## config.mk

```make
export PLATFORM = sky130hd
export DESIGN_NAME = ir_gated_motor_sequencer
export DESIGN_NICKNAME = d
export VERILOG_FILES = /design/src/rtl/igms_pkg.sv /design/src/rtl/igms_core.sv /design/src/rtl/ir_gated_motor_sequencer.sv
export SDC_FILE = /design/constraint.sdc
export NUM_CORES = 1
export LEC_CHECK = 0
export ABC_AREA = 1
export BUFFER_PORTS_ARGS = -buffer_cell sky130_fd_sc_hd__clkbuf_2
export CORE_MARGIN = 2
export CORE_UTILIZATION = 57
export DETAILED_ROUTE_END_ITERATION = 7
export PLACE_DENSITY = 0.82
export SYNTH_ARGS = -nofsm -noshare
export SYNTH_HDL_FRONTEND = slang
export SYNTH_SLANG_ARGS = --single-unit
```

## constraint.sdc

```tcl
create_clock -name i_clk -period 10.11 [get_ports i_clk]
set_clock_uncertainty 0.1 [all_clocks]
set_input_delay 2.022 -clock i_clk [delete_from_list [all_inputs] [get_ports i_clk]]
set_output_delay 2.022 -clock i_clk [all_outputs]
set_load 0.1 [all_outputs]
```

## src/rtl/igms_pkg.sv

```systemverilog
// Package for the IR-gated motor sequencer: payload and config types,
// mode, drive and register codes, coil patterns, and the IR scaling function.
// No dependencies.
package igms_pkg;

    // Sensor window depth (scaled samples kept for the beam test)
    localparam int WINDOW_DEPTH = 3;

    // Item kinds
    localparam logic OP_SAMPLE = 1'b0;
    localparam logic OP_TICK   = 1'b1;

    // Mode codes
    localparam logic [1:0] MODE_IDLE  = 2'd0;
    localparam logic [1:0] MODE_PUSH  = 2'd1;
    localparam logic [1:0] MODE_TIMED = 2'd2;

    // DC motor drive codes
    localparam logic [1:0] DC_STOP    = 2'd0;
    localparam logic [1:0] DC_FORWARD = 2'd1;
    localparam logic [1:0] DC_REVERSE = 2'd2;

    // Coils released
    localparam logic [3:0] COIL_OFF = 4'h0;

    // Configuration register indexes
    localparam logic [2:0] CFG_IR_THRESHOLD  = 3'd0;
    localparam logic [2:0] CFG_PUSH_START    = 3'd1;
    localparam logic [2:0] CFG_PUSH_STOP     = 3'd2;
    localparam logic [2:0] CFG_REVERSE_START = 3'd3;
    localparam logic [2:0] CFG_REVERSE_STOP  = 3'd4;
    localparam logic [2:0] CFG_PULL_BEGIN    = 3'd5;
    localparam logic [2:0] CFG_PULL_END      = 3'd6;
    localparam logic [2:0] CFG_FINISH        = 3'd7;

    // Configuration reset values
    localparam logic [7:0]  RST_IR_THRESHOLD  = 8'd30;
    localparam logic [11:0] RST_PUSH_START    = 12'd600;
    localparam logic [11:0] RST_PUSH_STOP     = 12'd850;
    localparam logic [11:0] RST_REVERSE_START = 12'd870;
    localparam logic [11:0] RST_REVERSE_STOP  = 12'd1118;
    localparam logic [11:0] RST_PULL_BEGIN    = 12'd845;
    localparam logic [11:0] RST_PULL_END      = 12'd1090;
    localparam logic [11:0] RST_FINISH        = 12'd1120;

    // Stepper patterns by phase
    localparam logic [3:0] FWD_PATTERN [4] = '{4'hC, 4'h6, 4'h3, 4'h9};
    localparam logic [3:0] REV_PATTERN [4] = '{4'h9, 4'h3, 4'h6, 4'hC};

    // IR scaling: floor(raw * SCALE_NUM / SCALE_DEN)
    localparam logic [17:0] SCALE_NUM = 18'd198;
    localparam logic [10:0] SCALE_DEN = 11'd1023;

    typedef struct packed {
        logic       opcode;
        logic [9:0] adc_sample;
    } t_in_item;

    typedef struct packed {
        logic [3:0] coil_drive;
        logic [1:0] dc_drive;
        logic [1:0] mode;
    } t_out_item;

    typedef struct packed {
        logic [7:0]  ir_threshold;
        logic [11:0] push_start_tick;
        logic [11:0] push_stop_tick;
        logic [11:0] reverse_start_tick;
        logic [11:0] reverse_stop_tick;
        logic [11:0] pull_begin_tick;
        logic [11:0] pull_end_tick;
        logic [11:0] finish_tick;
    } t_cfg;

    // Divide by 1023 as x/1024 plus one correction step: the remainder
    // (x mod 1024) + q0 stays below twice the divisor.
    function automatic logic [7:0] scale_sample(input logic [9:0] raw);
        logic [17:0] prod;
        logic [7:0]  q0;
        logic [10:0] rem;
        prod = {8'd0, raw} * SCALE_NUM;
        q0   = prod[17:10];
        rem  = {1'b0, prod[9:0]} + {3'd0, q0};
        if (rem >= SCALE_DEN) begin
            q0 = q0 + 8'd1;
        end
        return q0;
    endfunction

endpackage

```

## src/rtl/igms_core.sv

```systemverilog
// Sequencer state and next-state logic for the IR-gated motor sequencer.
// Depends on igms_pkg (types, codes, patterns, scaling function).
module igms_core import igms_pkg::*; (
    input  logic      i_clk,
    input  logic      i_rst_n,
    input  logic      i_fire,
    input  t_in_item  i_item,
    input  t_cfg      i_cfg,
    output t_out_item o_result
);

    logic [7:0]  r_ir_window [WINDOW_DEPTH];
    logic [7:0]  n_ir_window [WINDOW_DEPTH];
    logic [1:0]  r_mode, n_mode;
    logic [1:0]  r_phase, n_phase;
    logic [11:0] r_tick_count, n_tick_count;
    logic [3:0]  r_coil, n_coil;
    logic [1:0]  r_dc, n_dc;
    logic        all_above;
    logic        any_above;

    // Shift the scaled sample into the window
    always_comb begin
        for (int k = 0; k < WINDOW_DEPTH - 1; k++) begin
            n_ir_window[k] = r_ir_window[k + 1];
        end
        n_ir_window[WINDOW_DEPTH - 1] = scale_sample(i_item.adc_sample);
    end

    // Beam test over the updated window
    always_comb begin
        all_above = 1'b1;
        any_above = 1'b0;
        for (int k = 0; k < WINDOW_DEPTH; k++) begin
            if (n_ir_window[k] > i_cfg.ir_threshold) begin
                any_above = 1'b1;
            end else begin
                all_above = 1'b0;
            end
        end
    end

    // Next state for one request
    always_comb begin
        n_mode       = r_mode;
        n_phase      = r_phase;
        n_tick_count = r_tick_count;
        n_coil       = r_coil;
        n_dc         = r_dc;
        if (i_item.opcode == OP_SAMPLE) begin
            if (n_mode == MODE_IDLE && all_above) begin
                n_mode = MODE_PUSH;
            end
            if (n_mode == MODE_PUSH) begin
                if (any_above) begin
                    n_coil = FWD_PATTERN[r_phase];
                end else begin
                    n_mode       = MODE_TIMED;
                    n_tick_count = '0;
                end
            end
            if (n_mode == MODE_TIMED) begin
                if (n_tick_count == '0) begin
                    n_coil = COIL_OFF;
                end
                if (n_tick_count == i_cfg.push_start_tick) begin
                    n_dc = DC_FORWARD;
                end
                if (n_tick_count == i_cfg.push_stop_tick) begin
                    n_dc = DC_STOP;
                end
                if (n_tick_count == i_cfg.reverse_start_tick) begin
                    n_dc = DC_REVERSE;
                end
                if (n_tick_count == i_cfg.reverse_stop_tick) begin
                    n_dc = DC_STOP;
                end
                if (n_tick_count < i_cfg.pull_end_tick &&
                    n_tick_count >= i_cfg.pull_begin_tick) begin
                    n_coil = REV_PATTERN[r_phase];
                end
                if (n_tick_count == i_cfg.finish_tick) begin
                    n_mode       = MODE_IDLE;
                    n_tick_count = '0;
                end
            end
        end else if (r_mode != MODE_IDLE) begin
            n_phase      = r_phase + 2'd1;
            n_tick_count = r_tick_count + 12'd1;
        end
    end

    // Result reflects the state after the request
    assign o_result.coil_drive = n_coil;
    assign o_result.dc_drive   = n_dc;
    assign o_result.mode       = n_mode;

    // Hold or advance the state
    always_ff @(posedge i_clk) begin
        if (!i_rst_n) begin
            for (int k = 0; k < WINDOW_DEPTH; k++) begin
                r_ir_window[k] <= '0;
            end
            r_mode       <= MODE_IDLE;
            r_phase      <= '0;
            r_tick_count <= '0;
            r_coil       <= COIL_OFF;
            r_dc         <= DC_STOP;
        end else if (i_fire) begin
            if (i_item.opcode == OP_SAMPLE) begin
                r_ir_window <= n_ir_window;
            end
            r_mode       <= n_mode;
            r_phase      <= n_phase;
            r_tick_count <= n_tick_count;
            r_coil       <= n_coil;
            r_dc         <= n_dc;
        end
    end

`ifndef SYNTH
    // Timed mode always starts at tick zero
    a_timed_entry: assert property (@(posedge i_clk) disable iff (!i_rst_n)
        (r_mode == MODE_TIMED && $past(r_mode) != MODE_TIMED) |-> r_tick_count == '0)
        else $error("timed mode entered with nonzero tick count");

    // Ticks in idle leave the timer alone
    a_idle_tick: assert property (@(posedge i_clk) disable iff (!i_rst_n)
        (i_fire && i_item.opcode == OP_TICK && r_mode == MODE_IDLE)
        |=> ($stable(r_tick_count) && $stable(r_phase) && r_mode == MODE_IDLE))
        else $error("tick changed timer state while idle");

    // From idle only push can follow
    a_idle_exit: assert property (@(posedge i_clk) disable iff (!i_rst_n)
        (i_fire && r_mode == MODE_IDLE) |=> (r_mode == MODE_IDLE || r_mode == MODE_PUSH))
        else $error("idle left for a mode other than push");

    // No state change without a request
    a_hold: assert property (@(posedge i_clk) disable iff (!i_rst_n)
        !i_fire |=> ($stable(r_mode) && $stable(r_tick_count) && $stable(r_coil)
                     && $stable(r_dc)))
        else $error("state changed without a request");
`endif

endmodule

```

## src/rtl/ir_gated_motor_sequencer.sv

```systemverilog
// Top level of the IR-gated motor sequencer: config registers, sequencer
// core and a two-entry result buffer. Depends on igms_pkg and igms_core.
//
//  channel  | direction | handshake                    | payload
//  ---------+-----------+------------------------------+---------------------------
//  in       | input     | i_in_valid / o_in_ready      | i_in_item  (t_in_item)
//  out      | output    | o_out_valid / i_out_ready    | o_out_item (t_out_item)
//  cfg      | input     | i_cfg_valid / o_cfg_ready    | i_cfg_index, i_cfg_data
//
// One request per cycle while o_in_ready is high; each result is registered for the out channel.
// The result path is an output register plus a skid register, so a new
// request is taken while one result waits; o_in_ready drops only when both hold.
// Synchronous active-low reset clears the state, loads the config defaults
// and empties the result buffer. Config writes are always accepted.
module ir_gated_motor_sequencer import igms_pkg::*; (
    input  logic      i_clk,
    input  logic      i_rst_n,
    input  logic      i_in_valid,
    output logic      o_in_ready,
    input  t_in_item  i_in_item,
    output logic      o_out_valid,
    input  logic      i_out_ready,
    output t_out_item o_out_item,
    input  logic      i_cfg_valid,
    output logic      o_cfg_ready,
    input  logic [2:0] i_cfg_index,
    input  logic [11:0] i_cfg_data
);

    t_cfg      r_cfg;
    t_out_item core_result;
    t_out_item r_out, r_skid;
    logic      r_out_valid, r_skid_valid;
    logic      in_fire, out_fire;

    assign o_cfg_ready = 1'b1;
    assign o_in_ready  = !r_skid_valid;
    assign in_fire     = i_in_valid && o_in_ready;
    assign out_fire    = r_out_valid && i_out_ready;
    assign o_out_valid = r_out_valid;
    assign o_out_item  = r_out;

    // Config register writes
    always_ff @(posedge i_clk) begin
        if (!i_rst_n) begin
            r_cfg.ir_threshold       <= RST_IR_THRESHOLD;
            r_cfg.push_start_tick    <= RST_PUSH_START;
            r_cfg.push_stop_tick     <= RST_PUSH_STOP;
            r_cfg.reverse_start_tick <= RST_REVERSE_START;
            r_cfg.reverse_stop_tick  <= RST_REVERSE_STOP;
            r_cfg.pull_begin_tick    <= RST_PULL_BEGIN;
            r_cfg.pull_end_tick      <= RST_PULL_END;
            r_cfg.finish_tick        <= RST_FINISH;
        end else if (i_cfg_valid) begin
            case (i_cfg_index)
                CFG_IR_THRESHOLD:  r_cfg.ir_threshold       <= i_cfg_data[7:0];
                CFG_PUSH_START:    r_cfg.push_start_tick    <= i_cfg_data;
                CFG_PUSH_STOP:     r_cfg.push_stop_tick     <= i_cfg_data;
                CFG_REVERSE_START: r_cfg.reverse_start_tick <= i_cfg_data;
                CFG_REVERSE_STOP:  r_cfg.reverse_stop_tick  <= i_cfg_data;
                CFG_PULL_BEGIN:    r_cfg.pull_begin_tick    <= i_cfg_data;
                CFG_PULL_END:      r_cfg.pull_end_tick      <= i_cfg_data;
                CFG_FINISH:        r_cfg.finish_tick        <= i_cfg_data;
                default: begin
                end
            endcase
        end
    end

    // Sequencer state and next-state logic
    igms_core u_core (
        .i_clk    (i_clk),
        .i_rst_n  (i_rst_n),
        .i_fire   (in_fire),
        .i_item   (i_in_item),
        .i_cfg    (r_cfg),
        .o_result (core_result)
    );

    // Result buffer control: output register with skid behind it
    always_ff @(posedge i_clk) begin
        if (!i_rst_n) begin
            r_out_valid  <= 1'b0;
            r_skid_valid <= 1'b0;
        end else if (in_fire) begin
            if (!r_out_valid || out_fire) begin
                r_out_valid <= 1'b1;
            end else begin
                r_skid_valid <= 1'b1;
            end
        end else if (out_fire) begin
            r_out_valid  <= r_skid_valid;
            r_skid_valid <= 1'b0;
        end
    end

    // Result buffer payload
    always_ff @(posedge i_clk) begin
        if (in_fire) begin
            if (!r_out_valid || out_fire) begin
                r_out <= core_result;
            end else begin
                r_skid <= core_result;
            end
        end else if (out_fire && r_skid_valid) begin
            r_out <= r_skid;
        end
    end

endmodule
```

After elaboration in Yosys (flattened, before gate mapping)
Cells that the tools add are included.
{"block": "totals", "output_inout_bits": 11, "in_bits": 31, "word_cells": 132, "regBits": 148}
{"block": "op_classes", "magnitude_cmp": 7, "n_addsub": 4, "multipliers": 1, "bitwise_logic": 3, "n_reduce_logical": 29, "muxes": 48, "n_eq_ne": 17}
{"cell": "$mux 12", "n": 7}
{"cell": "$eq 12x12->1", "n": 5}
{"cell": "$mux 4", "n": 10}
{"cell": "$mux 8", "n": 4}
{"cell": "$mux 2", "n": 14}
{"cell": "$reduce_and 2->1", "n": 14}
{"cell": "$gt 8x8->1", "n": 3}
{"cell": "$mul 10x7->17 const B", "n": 1}
{"cell": "$bmux 4 s2", "n": 2}
{"cell": "$add 12x1->12 const B", "n": 1}
{"cell": "$eq 3x3->1 const B", "n": 4}
{"cell": "$ge 12x12->1", "n": 1}
{"cell": "$logic_not 12->1", "n": 1}
{"cell": "$lt 12x12->1", "n": 1}
{"cell": "$add 10x8->11", "n": 1}
{"cell": "$ge 11x10->1 const B", "n": 1}
{"cell": "$mux 1", "n": 11}
{"cell": "$add 8x1->8 const B", "n": 1}
{"cell": "$eq 3x2->1 const B", "n": 2}
{"cell": "$reduce_bool 2->1", "n": 3}
{"cell": "$logic_and 1x1->1", "n": 5}
{"cell": "$ne 2x1->1 const B", "n": 2}
{"cell": "$eq 3x1->1 const B", "n": 1}
{"cell": "$ge 3x3->1 const B", "n": 1}
{"cell": "other kinds (11)", "n": 13}

Longest topological paths before layout
Gate-level depths: netlist of the first run.
{"block": "depth", "ltp_word": 21, "ltp_mapped": 64, "depth_no_buf": 63}

Hierarchy
A second synthesis of the first run with hierarchy kept.
{"block": "unflattened", "cells_unflattened": 1517, "hier_area_um2": 10482.6}
{"module": "igms_core", "area_each_um2": 6223.5, "seq_area_each_um2": 760.7, "cells_each": 963, "n_inst": 1}
{"module": "ir_gated_motor_sequencer", "area_each_um2": 4259.1, "seq_area_each_um2": 2362.3, "cells_each": 554, "n_inst": 1}

Least setup slack after synthesis of the first run
OpenSTA, ideal clock, no wires.
{"block": "synth_timing", "path_type": "in2reg", "start": "input port i_in_item[3] (netlist name)", "end": "register r_out, in the netlist o_out_item[6] (data pin)", "cell_stages": 61, "required_ns": 9.755, "setup_slack_ns": -0.025, "setup_ns": 0.255, "t_arrival_ns": 9.780, "n_path_buf": 1, "path_cell_list": "ha_1 -> inv_1 -> fa_1 -> inv_1 -> ha_1 -> inv_1 -> fa_1 -> inv_1 -> ha_1 -> nand2_1 -> nor2_1 -> a211oi_1 -> nand2_1 -> or2_2 -> nand2_1 -> inv_1 -> ha_1 -> inv_1 -> (+25 left out) -> inv_1 -> ha_1 -> a21boi_0 -> o21a_1 -> o21a_1 -> nor2_1 -> o21ai_0 -> a21boi_0 -> o21ai_0 -> nand2_1 -> inv_1 -> nand2_1 -> nand2_1 -> nand3_1 -> nand2_1 -> nand2_1 -> nand2_1 -> nand2_1"}
{"element": "start: declaration", "line": "ir_gated_motor_sequencer.sv:20", "text": "input t_in_item i_in_item,"}
{"element": "end signal: assignment", "line": "ir_gated_motor_sequencer.sv:101", "text": "r_out <= core_result;"}
{"element": "end signal: assignment", "line": "ir_gated_motor_sequencer.sv:106", "text": "r_out <= r_skid;"}
{"element": "end: declaration", "line": "ir_gated_motor_sequencer.sv:32", "text": "t_out_item r_out, r_skid;"}

==> impl_metrics.toml, run 1 <==
[outcome]
run_status = "finished, violations left"
violations_in_the_final_reports = "setup timing"

[grt]
vias_in_the_first_global_route = 8823
largest_net_degree_at_the_start_of_global_routing = 72
first_pass_grt_wire_length_um = 42650
number_of_antenna_violations_at_the_first_check_in_global_routing = 0
grt.total_usage = 0.2968
global_route.overflow_total = 0

[layout]
layout_common_cells = "sky130_fd_sc_hd__nand2_1 (262), sky130_fd_sc_hd__inv_1 (163), sky130_fd_sc_hd__dfxtp_1 (132)"
area_growth_pct = 21.88
design.final.nets = 1591
layout.cell_area.non_filler_um2 = 11770
n_fill_cell = 1294
antenna_cells = 0
finalNonFillerCells = 1679
final_common_cell = "sky130_fd_sc_hd__nand2_1"
multi_input_comb_area_um2 = 6118
seq_area_um2 = 3123
layout-drive-gt1-share = 0.1967

[timing]
relSlewSlack = 0.2017
fin_crit_sh = 1.015
final_max_slew_viol_count = 0
max_clock_freq_mhz = 97.45
rsz0062_at_grt = "true"
setup_viol = 11
report.final.hold_viol_count = 0
min_period_ns = 10.26
worst_slack_ns = -0.1513
final_tns_setup_ns = -0.7903
tightestPinTransition_ns = 1.193

[drt]
met3_wirelength_um = 2111
via_density_per_instance = 5.583
detailedRoute.firstPassIterationCount = 5
drtIter0Drc = 910
vias = 9374
drt-wirelength-per-cell_um = 16.33
drt-met1-wl_um = 10890
drt_drc_violations_left = 0
totalWireLength_um = 27410
highest-signal-layer = "met4"
number_of_nets_with_antenna_violations_after_detailed_routing = 0
wl_met2_um = 13550

[critical_path]
timing.rr.start = "r_cfg[91]$_SDFFE_PN0P_"
path_delay_family = "simple AND/OR/NAND/NOR gates"
worstSetupStartpoint = "i_in_item[1]"
worst-path-buf-inv = 9
slowest_library_cell_on_the_worst_path = "sky130_fd_sc_hd__fa_1"
r2r.worst_path.cells = 30
critical-path-top-cell-by-count = "sky130_fd_sc_hd__nand2_1"
timing.critical_path.arrival_ns = 10.34
cp_data_required_time_ns = 10.19
cp_slowest_stage_delay_ns = 0.59
cp.depth = 58
end_kind = "flip-flop"
setup.worst_path.class = "in -> reg"
start_kind = "primary input"
cp_max_fo = 6

[floorplanning]
die_area_um2 = 18000
pin_count = 42
fp.dieH_um = 134.2
core_area_um2 = 16580
num_rows = 47
die_w_um = 134.2
initial_utilization = 0.5824

[logic_synthesis]
synth_flop_cell = "sky130_fd_sc_hd__dfxtp_1"
yosysWarningCount = 0
post_synth_num_cell_types = 47
cell_area_after_synthesis_um2 = 9658
synth_top_area_frac = 0.2736
synth_sequential_area_ratio = 0.3234
number_of_enable_flip_flop_cells_after_synthesis = 16
synth.largest_area_cell = "sky130_fd_sc_hd__dfxtp_1"
post_synth_arst_share = 0
synth-seq-cells = 148
synth.area.top_cells = "sky130_fd_sc_hd__dfxtp_1 (27%), sky130_fd_sc_hd__ha_1 (13%), sky130_fd_sc_hd__nand2_1 (11%)"
synth_nets = 1481
postSynthCellCount = 1337
avgSynthCellArea_um2 = 7.224

[power]
static-leakage-power_nw = 5.718
ir_drop_mv = 0.1339
power_density_nw_per_um2 = 192.0

[placement]
portBuffers = 40
placement.cell_area_um2 = 10580
gp_congestion = 0.9277
dp_hpwl_um = 18700
placed_cells = 1632

[clock_tree]
cts-htree-levels = 4
clock-root-buffer = "sky130_fd_sc_hd__clkbuf_16"
cts.sinks = 148
clock_insertion_delay_worst_skew_ns = 0.44
cts-root-to-sink-buffers = 2
clock_pin_slew_reported_for_the_worst_setup_and_hold_paths_after_clock_tree_synthesis_ns = 0.06
cts_inserted_buffers = 17
tritoncts_clock_tree = "yes"
cts_hold_repair.buffers = 0

[min_path]
hold_path_startpoint = "r_cfg[80]$_SDFFE_PN0P_"
hold_path.class = "reg -> reg"
timing.hold.worst_path_depth = 2

[job]
maxCapViolCount = 0
[area by class of cell]
type / count / area share
clock buffers: 20 / 0.03975
repair buffers: 140 / 0.08429
clock inverters: 11 / 0.009566
well taps: 220 / 0.02338
inverters: 181 / 0.05793
multi-input cells: 959 / 0.5198
flip-flops and latches: 148 / 0.2653
[logic make-up (layout without fill, tap and decap cells)]
kind of cell	Yosys count	count (layout)	share of synthesized area
fa+ha+maj	113	113	0.1534
flops	148	148	0.3234
buf+inv	230	352	0.09250
other cells	1	1	0.0003883
simple gates	538	538	0.2353
compound gates	260	260	0.1525
xor+xnor	47	47	0.04262
[metal layers]
metal | global-route usage | vias to the layer above
li1 | - | 4577
met1 | 0.3608 | 4338
met2 | 0.5102 | 389
met3 | 0.06916 | 70
met4 | 0.1140 | 0
met5 | 0 | -
[registers in the layout, summed over array words and instances, names as in the netlist]
name and flops:
o_out_item 8, u_core.r_mode 2, r_skid 8, u_core.n_ir_window 16
o_out_valid 1, u_core.r_tick_count 12, r_cfg 92, u_core.r_phase 2
u_core.r_coil 4, u_core.r_dc 2, r_skid_valid 1
[final timing paths]
path | slack [ns] | endpoint
hold / removal | 0.37 | r_cfg[80]$_SDFFE_PN0P_
setup / recovery | -0.15 | o_out_item[6]$_DFFE_PP_
hold reg to reg | 0.37 | r_cfg[80]$_SDFFE_PN0P_
setup reg to reg | 5.99 | o_out_item[6]$_DFFE_PP_
[power breakdown]
group / internal [mW] / switching [mW] / total (mW) / leakage, nW
registers: 0.624 / 0.0238 / 0.648 / 1.23
clock network: 0.364 / 0.269 / 0.633 / 0.289
logic: 0.439 / 0.541 / 0.980 / 4.20
[cell usage after synthesis, types with 7 or more instances]
cell type                    n
sky130_fd_sc_hd__a21oi_1    93
sky130_fd_sc_hd__a31oi_1     7
sky130_fd_sc_hd__clkbuf_1   40
sky130_fd_sc_hd__dfxtp_1   132
sky130_fd_sc_hd__edfxtp_1   16
sky130_fd_sc_hd__fa_1        9
sky130_fd_sc_hd__ha_1      104
sky130_fd_sc_hd__inv_1     174
sky130_fd_sc_hd__nand2_1   285
sky130_fd_sc_hd__nand3_1    71
sky130_fd_sc_hd__nand4_1     9
sky130_fd_sc_hd__nor2_1    136
sky130_fd_sc_hd__nor3_1      7
sky130_fd_sc_hd__o211ai_1   25
sky130_fd_sc_hd__o21ai_0    99
sky130_fd_sc_hd__xnor2_1     7
sky130_fd_sc_hd__xor2_1     40
[through the flow]
step             util  power [mW]  setup slack [ns]  hold WS [ns]
2_1_floorplan       -       1.150           0.03651        0.3353
3_3_place_gp   0.6377       1.416           -0.4315        0.3520
3_5_place_dp   0.6377       1.443           -0.7597        0.3595
4_1_cts        0.6818       2.097          0.009467        0.3688
5_1_grt        0.7098       2.376           -0.5931        0.3959
6_report       0.7098       2.260           -0.1513        0.3693
[tightest hold or removal path: stages (launching register included)]
cell and delay (ns):
sky130_fd_sc_hd__dfxtp_1 0.31, sky130_fd_sc_hd__inv_1 0.06, sky130_fd_sc_hd__a21oi_1 0.05
[repair_timing]
action / 4_1_cts / 5_1_grt
buffers inserted: 9 / 7
resized for setup: 16 / 99
gates cloned: 0 / 0
pin swaps: 7 / 58
endpoints found under the setup margin: 12 / 33
(Power assumes the default switching activity.)
==> run 2: changes to the inputs <==
--- a/config.mk
+++ b/config.mk
@@ -8,9 +8,9 @@
 export ABC_AREA = 1
 export BUFFER_PORTS_ARGS = -buffer_cell sky130_fd_sc_hd__clkbuf_2
 export CORE_MARGIN = 2
-export CORE_UTILIZATION = 57
+export CORE_UTILIZATION = 30
 export DETAILED_ROUTE_END_ITERATION = 7
-export PLACE_DENSITY = 0.82
+export PLACE_DENSITY = 0.5
 export SYNTH_ARGS = -nofsm -noshare
 export SYNTH_HDL_FRONTEND = slang
 export SYNTH_SLANG_ARGS = --single-unit
==> run 2 against run 1 <==
Compared with the run above: the run now ends clean; cell area rose by 2.7%; non-clock buffer count rose by 6; via count fell by 6.5%; total power fell by 3.1%; register-to-register slack improved by 0.23 ns; global-route usage fell by 13 points; sequential cell count did not move; largest cell class unchanged.
==> impl_metrics.toml, run 2 (same netlist as run 1, synthesis figures left out) <==
[outcome]
run_status = "finished clean"

[timing]
tightestPinTransition_ns = 0.9539
fin_crit_sh = 0.9713
setup_viol = 0
min_period_ns = 9.820
final_max_slew_viol_count = 0
max_clock_freq_mhz = 101.8
worst_hold_slack_ns = 0.3630
report.final.hold_viol_count = 0
relSlewSlack = 0.3641
rsz0062_at_grt = "true"

[layout]
finalNonFillerCells = 1867
layout_common_cells = "sky130_fd_sc_hd__nand2_1 (259), sky130_fd_sc_hd__inv_1 (160), sky130_fd_sc_hd__nor2_1 (135)"
final_common_cell = "sky130_fd_sc_hd__nand2_1"
design.final.nets = 1597
antenna_cells = 0
area_growth_pct = 25.16
regMostFlops = "r_cfg"
n_fill_cell = 3294
largest_register_ffs = 92
layout-drive-gt1-share = 0.2082
finish.utilization = 0.3821

[critical_path]
regToRegEndpoint = "o_out_item[6]$_DFFE_PP_"
setup.worst_path.class = "in -> reg"
worstSetupEndpoint = "o_out_item[6]$_DFFE_PP_"
worstSetupStartpoint = "i_in_item[1]"
critical-path-top-cell-by-count = "sky130_fd_sc_hd__nand2_1"
timing.rr.start = "r_cfg[91]$_SDFFE_PN0P_"
cp_max_fo = 5
slowest_library_cell_on_the_worst_path = "sky130_fd_sc_hd__fa_2"
timing.critical_path.arrival_ns = 9.90
start_kind = "primary input"
end_kind = "flip-flop"
cp_slowest_stage_delay_ns = 0.55
cp_data_required_time_ns = 10.19
regToRegSetupSlack_ns = 6.22
r2r.worst_path.cells = 29

[floorplanning]
core_area_um2 = 31640
pin_count = 42
fp.dieH_um = 183.4
die_w_um = 183.4
num_rows = 65
initial_utilization = 0.3053
die_area_um2 = 33640

[placement]
portBuffers = 40
dp_hpwl_um = 20650
placed_cells = 1824
gp_congestion = 0.8683

[min_path]
hold_path.class = "reg -> reg"

[grt]
first_pass_grt_wire_length_um = 44320
largest_net_degree_at_the_start_of_global_routing = 94
grt.total_usage = 0.1679
vias_in_the_first_global_route = 8333
global_route.overflow_total = 0
number_of_antenna_violations_at_the_first_check_in_global_routing = 0

[clock_tree]
cts-htree-levels = 4
cts-root-to-sink-buffers = 2
tritoncts_clock_tree = "yes"
clock_insertion_delay_worst_skew_ns = 0.43
cts.sinks = 148
cts_inserted_buffers = 17
clock-root-buffer = "sky130_fd_sc_hd__clkbuf_16"
cts_hold_repair.buffers = 0
clock_pin_slew_reported_for_the_worst_setup_and_hold_paths_after_clock_tree_synthesis_ns = 0.07

[drt]
drt-wirelength-per-cell_um = 15.04
drt_drc_violations_left = 0
totalWireLength_um = 28070
drtIter0Drc = 558
number_of_nets_with_antenna_violations_after_detailed_routing = 0
via_density_per_instance = 4.693
detailedRoute.firstPassIterationCount = 4
vias = 8761

[job]
maxCapViolCount = 0

[power]
finalPower_mw = 2.189
static-leakage-power_nw = 5.720
ir_drop_mv = 0.1242
power_density_nw_per_um2 = 181.1
run 2: cell count changes in the layout (fill, tap and decap cells not counted), sizes merged:
cell      change
bufinv        -1
buf           +7
clkinvlp      +2
clkinv        +1
clkbuf        -3
run 2: worst max-delay path: cells and delay by family:
| family | cells | cell delay, ns |
|---|---|---|
| simple gates | 29 | 2.86 |
| compound gates | 7 | 0.88 |
| fa+ha+maj | 9 | 2.78 |
| buf+inv | 11 | 1.16 |
| xor+xnor | 1 | 0.19 |
run 2: worst min path at each step:
stage                           startpoint                     end  depth (start not counted)
global route        r_cfg[16]$_SDFFE_PN0P_  r_cfg[16]$_SDFFE_PN0P_                          2
floorplan           r_cfg[23]$_SDFFE_PN0P_  r_cfg[23]$_SDFFE_PN0P_                          2
global placement    r_cfg[15]$_SDFFE_PN0P_  r_cfg[15]$_SDFFE_PN0P_                          2
CTS                 r_cfg[14]$_SDFFE_PN0P_  r_cfg[14]$_SDFFE_PN0P_                          2
detailed placement  r_cfg[15]$_SDFFE_PN0P_  r_cfg[15]$_SDFFE_PN0P_                          2
finish              r_cfg[14]$_SDFFE_PN0P_  r_cfg[14]$_SDFFE_PN0P_                          2
run 2: final cells by class:
class | count | area (um2) | area share
multi-input combinational | 959 | 6166 | 0.5101
sequential | 148 | 3123 | 0.2584
timing repair buffer | 146 | 1055 | 0.08726
inverter | 181 | 681.9 | 0.05641
tap | 402 | 503.0 | 0.04161
clock buffer | 18 | 439.2 | 0.03633
clock inverter | 13 | 120.1 | 0.009937
run 2: timing repair:
action,4_1_cts,5_1_grt
gates resized for setup,23,107
endpoints found under the hold margin,0,0
pin swaps,12,70
gates cloned,0,0
setup endpoints to repair,12,33
buffers inserted,2,10
run 2: per-layer routing:
metal  global-route usage  share of wire  vias to the layer above
li1                     -              -                     4590
met1               0.2203           0.46                     3969
met5                    0              0                        -
met4              0.05664          0.025                        0
met2               0.2806           0.47                      157
met3              0.02674          0.040                       45
run 2: report_power, final:
group          internal, mW  total, mW  switching (mW)
Combinational         0.430      0.934           0.504
Sequential            0.624      0.647          0.0234
Clock                 0.329      0.608           0.279
Total                  1.38       2.19           0.807
run 2: per-stage QoR:
stage	TNS [ns]	area, um2	worst slack, ns
finish	0	12090	0.2899
floorplan	0	9687	0.03651
CTS	0	11570	0.0007541
detailed placement	-8.249	10890	-0.6266
global route	-3.067	12090	-0.3045
global placement	-5.600	10890	-0.4909
==> run 3: changes to the inputs <==
--- a/config.mk
+++ b/config.mk
@@ -7,7 +7,6 @@
 export LEC_CHECK = 0
 export ABC_AREA = 1
 export BUFFER_PORTS_ARGS = -buffer_cell sky130_fd_sc_hd__clkbuf_2
-export CORE_MARGIN = 2
 export CORE_UTILIZATION = 30
 export DETAILED_ROUTE_END_ITERATION = 7
 export PLACE_DENSITY = 0.5
==> run 3 against run 2 <==
Compared with the run above: fmax is 1.7% lower; critical path depth rose by 3; via count grew 1.0%; first-iteration DRC count is 2.2% lower; wire length grew 0.71%; combinational power up 0.9%; worst hold slack got worse by 0.00068 ns.
==> impl_metrics.toml, run 3 (same netlist as run 1, synthesis figures left out) <==
[power]
static-leakage-power_nw = 5.736
power_density_nw_per_um2 = 183.3
ir_drop_mv = 0.1178

[clock_tree]
tritoncts_clock_tree = "yes"
cts-root-to-sink-buffers = 2
cts-htree-levels = 4
cts_hold_repair.buffers = 0
clock-root-buffer = "sky130_fd_sc_hd__clkbuf_16"
clock_pin_slew_reported_for_the_worst_setup_and_hold_paths_after_clock_tree_synthesis_ns = 0.07
cts_inserted_buffers = 17
clock_insertion_delay_worst_skew_ns = 0.43
cts.sinks = 148

[floorplanning]
pin_count = 42
initial_utilization = 0.3053
die_w_um = 181.4
die_area_um2 = 32920
fp.dieH_um = 181.4
core_area_um2 = 31640
num_rows = 65

[drt]
totalWireLength_um = 28270
drt-wirelength-per-cell_um = 15.13
detailedRoute.firstPassIterationCount = 5
number_of_nets_with_antenna_violations_after_detailed_routing = 0
vias = 8849
drt_drc_violations_left = 0
drtIter0Drc = 546
via_density_per_instance = 4.737

[timing]
relSlewSlack = 0.3355
setup_viol = 0
final_tns_setup_ns = 0
max_clock_freq_mhz = 100.1
tightestPinTransition_ns = 0.9931
min_period_ns = 9.986
rsz0062_at_grt = "true"
report.final.hold_viol_count = 0
final_max_slew_viol_count = 0
fin_crit_sh = 0.9878
worst_slack_ns = 0.1235

[grt]
global_route.overflow_total = 0
number_of_antenna_violations_at_the_first_check_in_global_routing = 0
first_pass_grt_wire_length_um = 45170
vias_in_the_first_global_route = 8554
grt.total_usage = 0.1746
largest_net_degree_at_the_start_of_global_routing = 67

[layout]
layout-drive-gt1-share = 0.2012
design.final.nets = 1597
finalNonFillerCells = 1868
antenna_cells = 0
layout_common_cells = "sky130_fd_sc_hd__nand2_1 (266), sky130_fd_sc_hd__inv_1 (158), sky130_fd_sc_hd__nor2_1 (135)"
final_common_cell = "sky130_fd_sc_hd__nand2_1"
finish.utilization = 0.3799
multi_input_comb_area_um2 = 6081
largest_register_ffs = 92
regMostFlops = "r_cfg"
area_growth_pct = 24.43
n_fill_cell = 3292
seq_area_um2 = 3123

[critical_path]
cp_data_required_time_ns = 10.37
r2r.worst_path.cells = 32
end_kind = "flip-flop"
regToRegSetupSlack_ns = 6.15
setup.worst_path.class = "in -> reg"
cp_max_fo = 6
slowest_library_cell_on_the_worst_path = "sky130_fd_sc_hd__fa_2"
critical-path-top-cell-by-count = "sky130_fd_sc_hd__nand2_1"
start_kind = "primary input"
regToRegEndpoint = "u_core.r_coil[2]$_SDFFE_PN0P_"
timing.critical_path.arrival_ns = 10.24
timing.rr.start = "r_cfg[91]$_SDFFE_PN0P_"
cp_slowest_stage_delay_ns = 0.61

[min_path]
hold_path.class = "reg -> reg"
whs_endpoint = "r_cfg[16]$_SDFFE_PN0P_"
timing.hold.worst_path_depth = 2
hold_path_startpoint = "r_cfg[16]$_SDFFE_PN0P_"

[placement]
gp_congestion = 0.8187
placed_cells = 1824
worst_slack_at_placement_ns = -0.6165
portBuffers = 40
dp_hpwl_um = 20550

[job]
maxCapViolCount = 0

[outcome]
run_status = "finished clean"
[run 3: cell types whose count changed in the layout (fill, tap and decap cells not counted), moves of 3 or more]
cell                      delta
sky130_fd_sc_hd__nand2_2    -10
sky130_fd_sc_hd__inv_4       +3
sky130_fd_sc_hd__ha_4        -6
sky130_fd_sc_hd__ha_1        +7
sky130_fd_sc_hd__nand3_2     -3
sky130_fd_sc_hd__nand2_4     +3
sky130_fd_sc_hd__nand2_1     +7
[run 3: critical path: cells and delay by family]
kind                       cells  cell delay, ns
and+or+nand+nor               28            2.78
adders and majority gates      9            2.77
AOI/OAI and AO/OA             12            1.54
buffers and inverters         10            0.92
xor gates and xnor gates       1            0.19
[run 3: cell type report]
cell class                      instances  share of cell area
Inverter                              181             0.05716
Sequential cell                       148              0.2599
Clock inverter                         14            0.009995
Multi-Input combinational cell        959              0.5060
Timing Repair Buffer                  146             0.08860
Clock buffer                           18             0.03654
Tap cell                              402             0.04185
[run 3: stage by stage]
stage	hold WS [ns]	total power, mW	area [um2]
6_report	0.3624	2.203	12020
5_1_grt	0.3856	2.355	12020
4_1_cts	0.3676	2.116	11650
3_5_place_dp	0.3564	1.464	10890
3_3_place_gp	0.3539	1.464	10890
2_1_floorplan	0.3353	1.150	9687
[run 3: worst max path at each step]
| stage | start | endpoint | cells past startpoint | slack, ns |
|---|---|---|---|---|
| floorplan | i_in_item[3] | o_out_item[6]$_DFFE_PP_ | 61 | 0.04 |
| global placement | i_in_item[3] | o_out_item[7]$_DFFE_PP_ | 64 | -0.49 |
| detailed placement | i_in_item[3] | o_out_item[5]$_DFFE_PP_ | 61 | -0.62 |
| CTS | i_in_item[3] | o_out_item[6]$_DFFE_PP_ | 61 | 0.002 |
| global route | i_in_item[1] | o_out_item[7]$_DFFE_PP_ | 59 | -0.30 |
| finish | i_in_item[1] | u_core.r_coil[2]$_SDFFE_PN0P_ | 60 | 0.12 |
[run 3: metal layers]
layer	vias up	track usage	wire length [um]
met5	-	0	0
met4	0	0.04983	543
met3	45	0.02607	964
met2	156	0.2954	13390
met1	4053	0.2296	13370
li1	4595	-	-
[run 3: timing repair]
action	in CTS	in global routing
buffers inserted	7	4
pin swaps	22	66
setup endpoints to repair	12	33
gates cloned	1	0
resized for setup	34	85
[run 3: where the power goes]
group          leakage (nW)  internal (mW)  switching (mW)
clock                 0.274          0.329           0.285
combinational          4.23          0.430           0.513
sequential             1.23          0.624          0.0235
total                  5.74           1.38           0.821
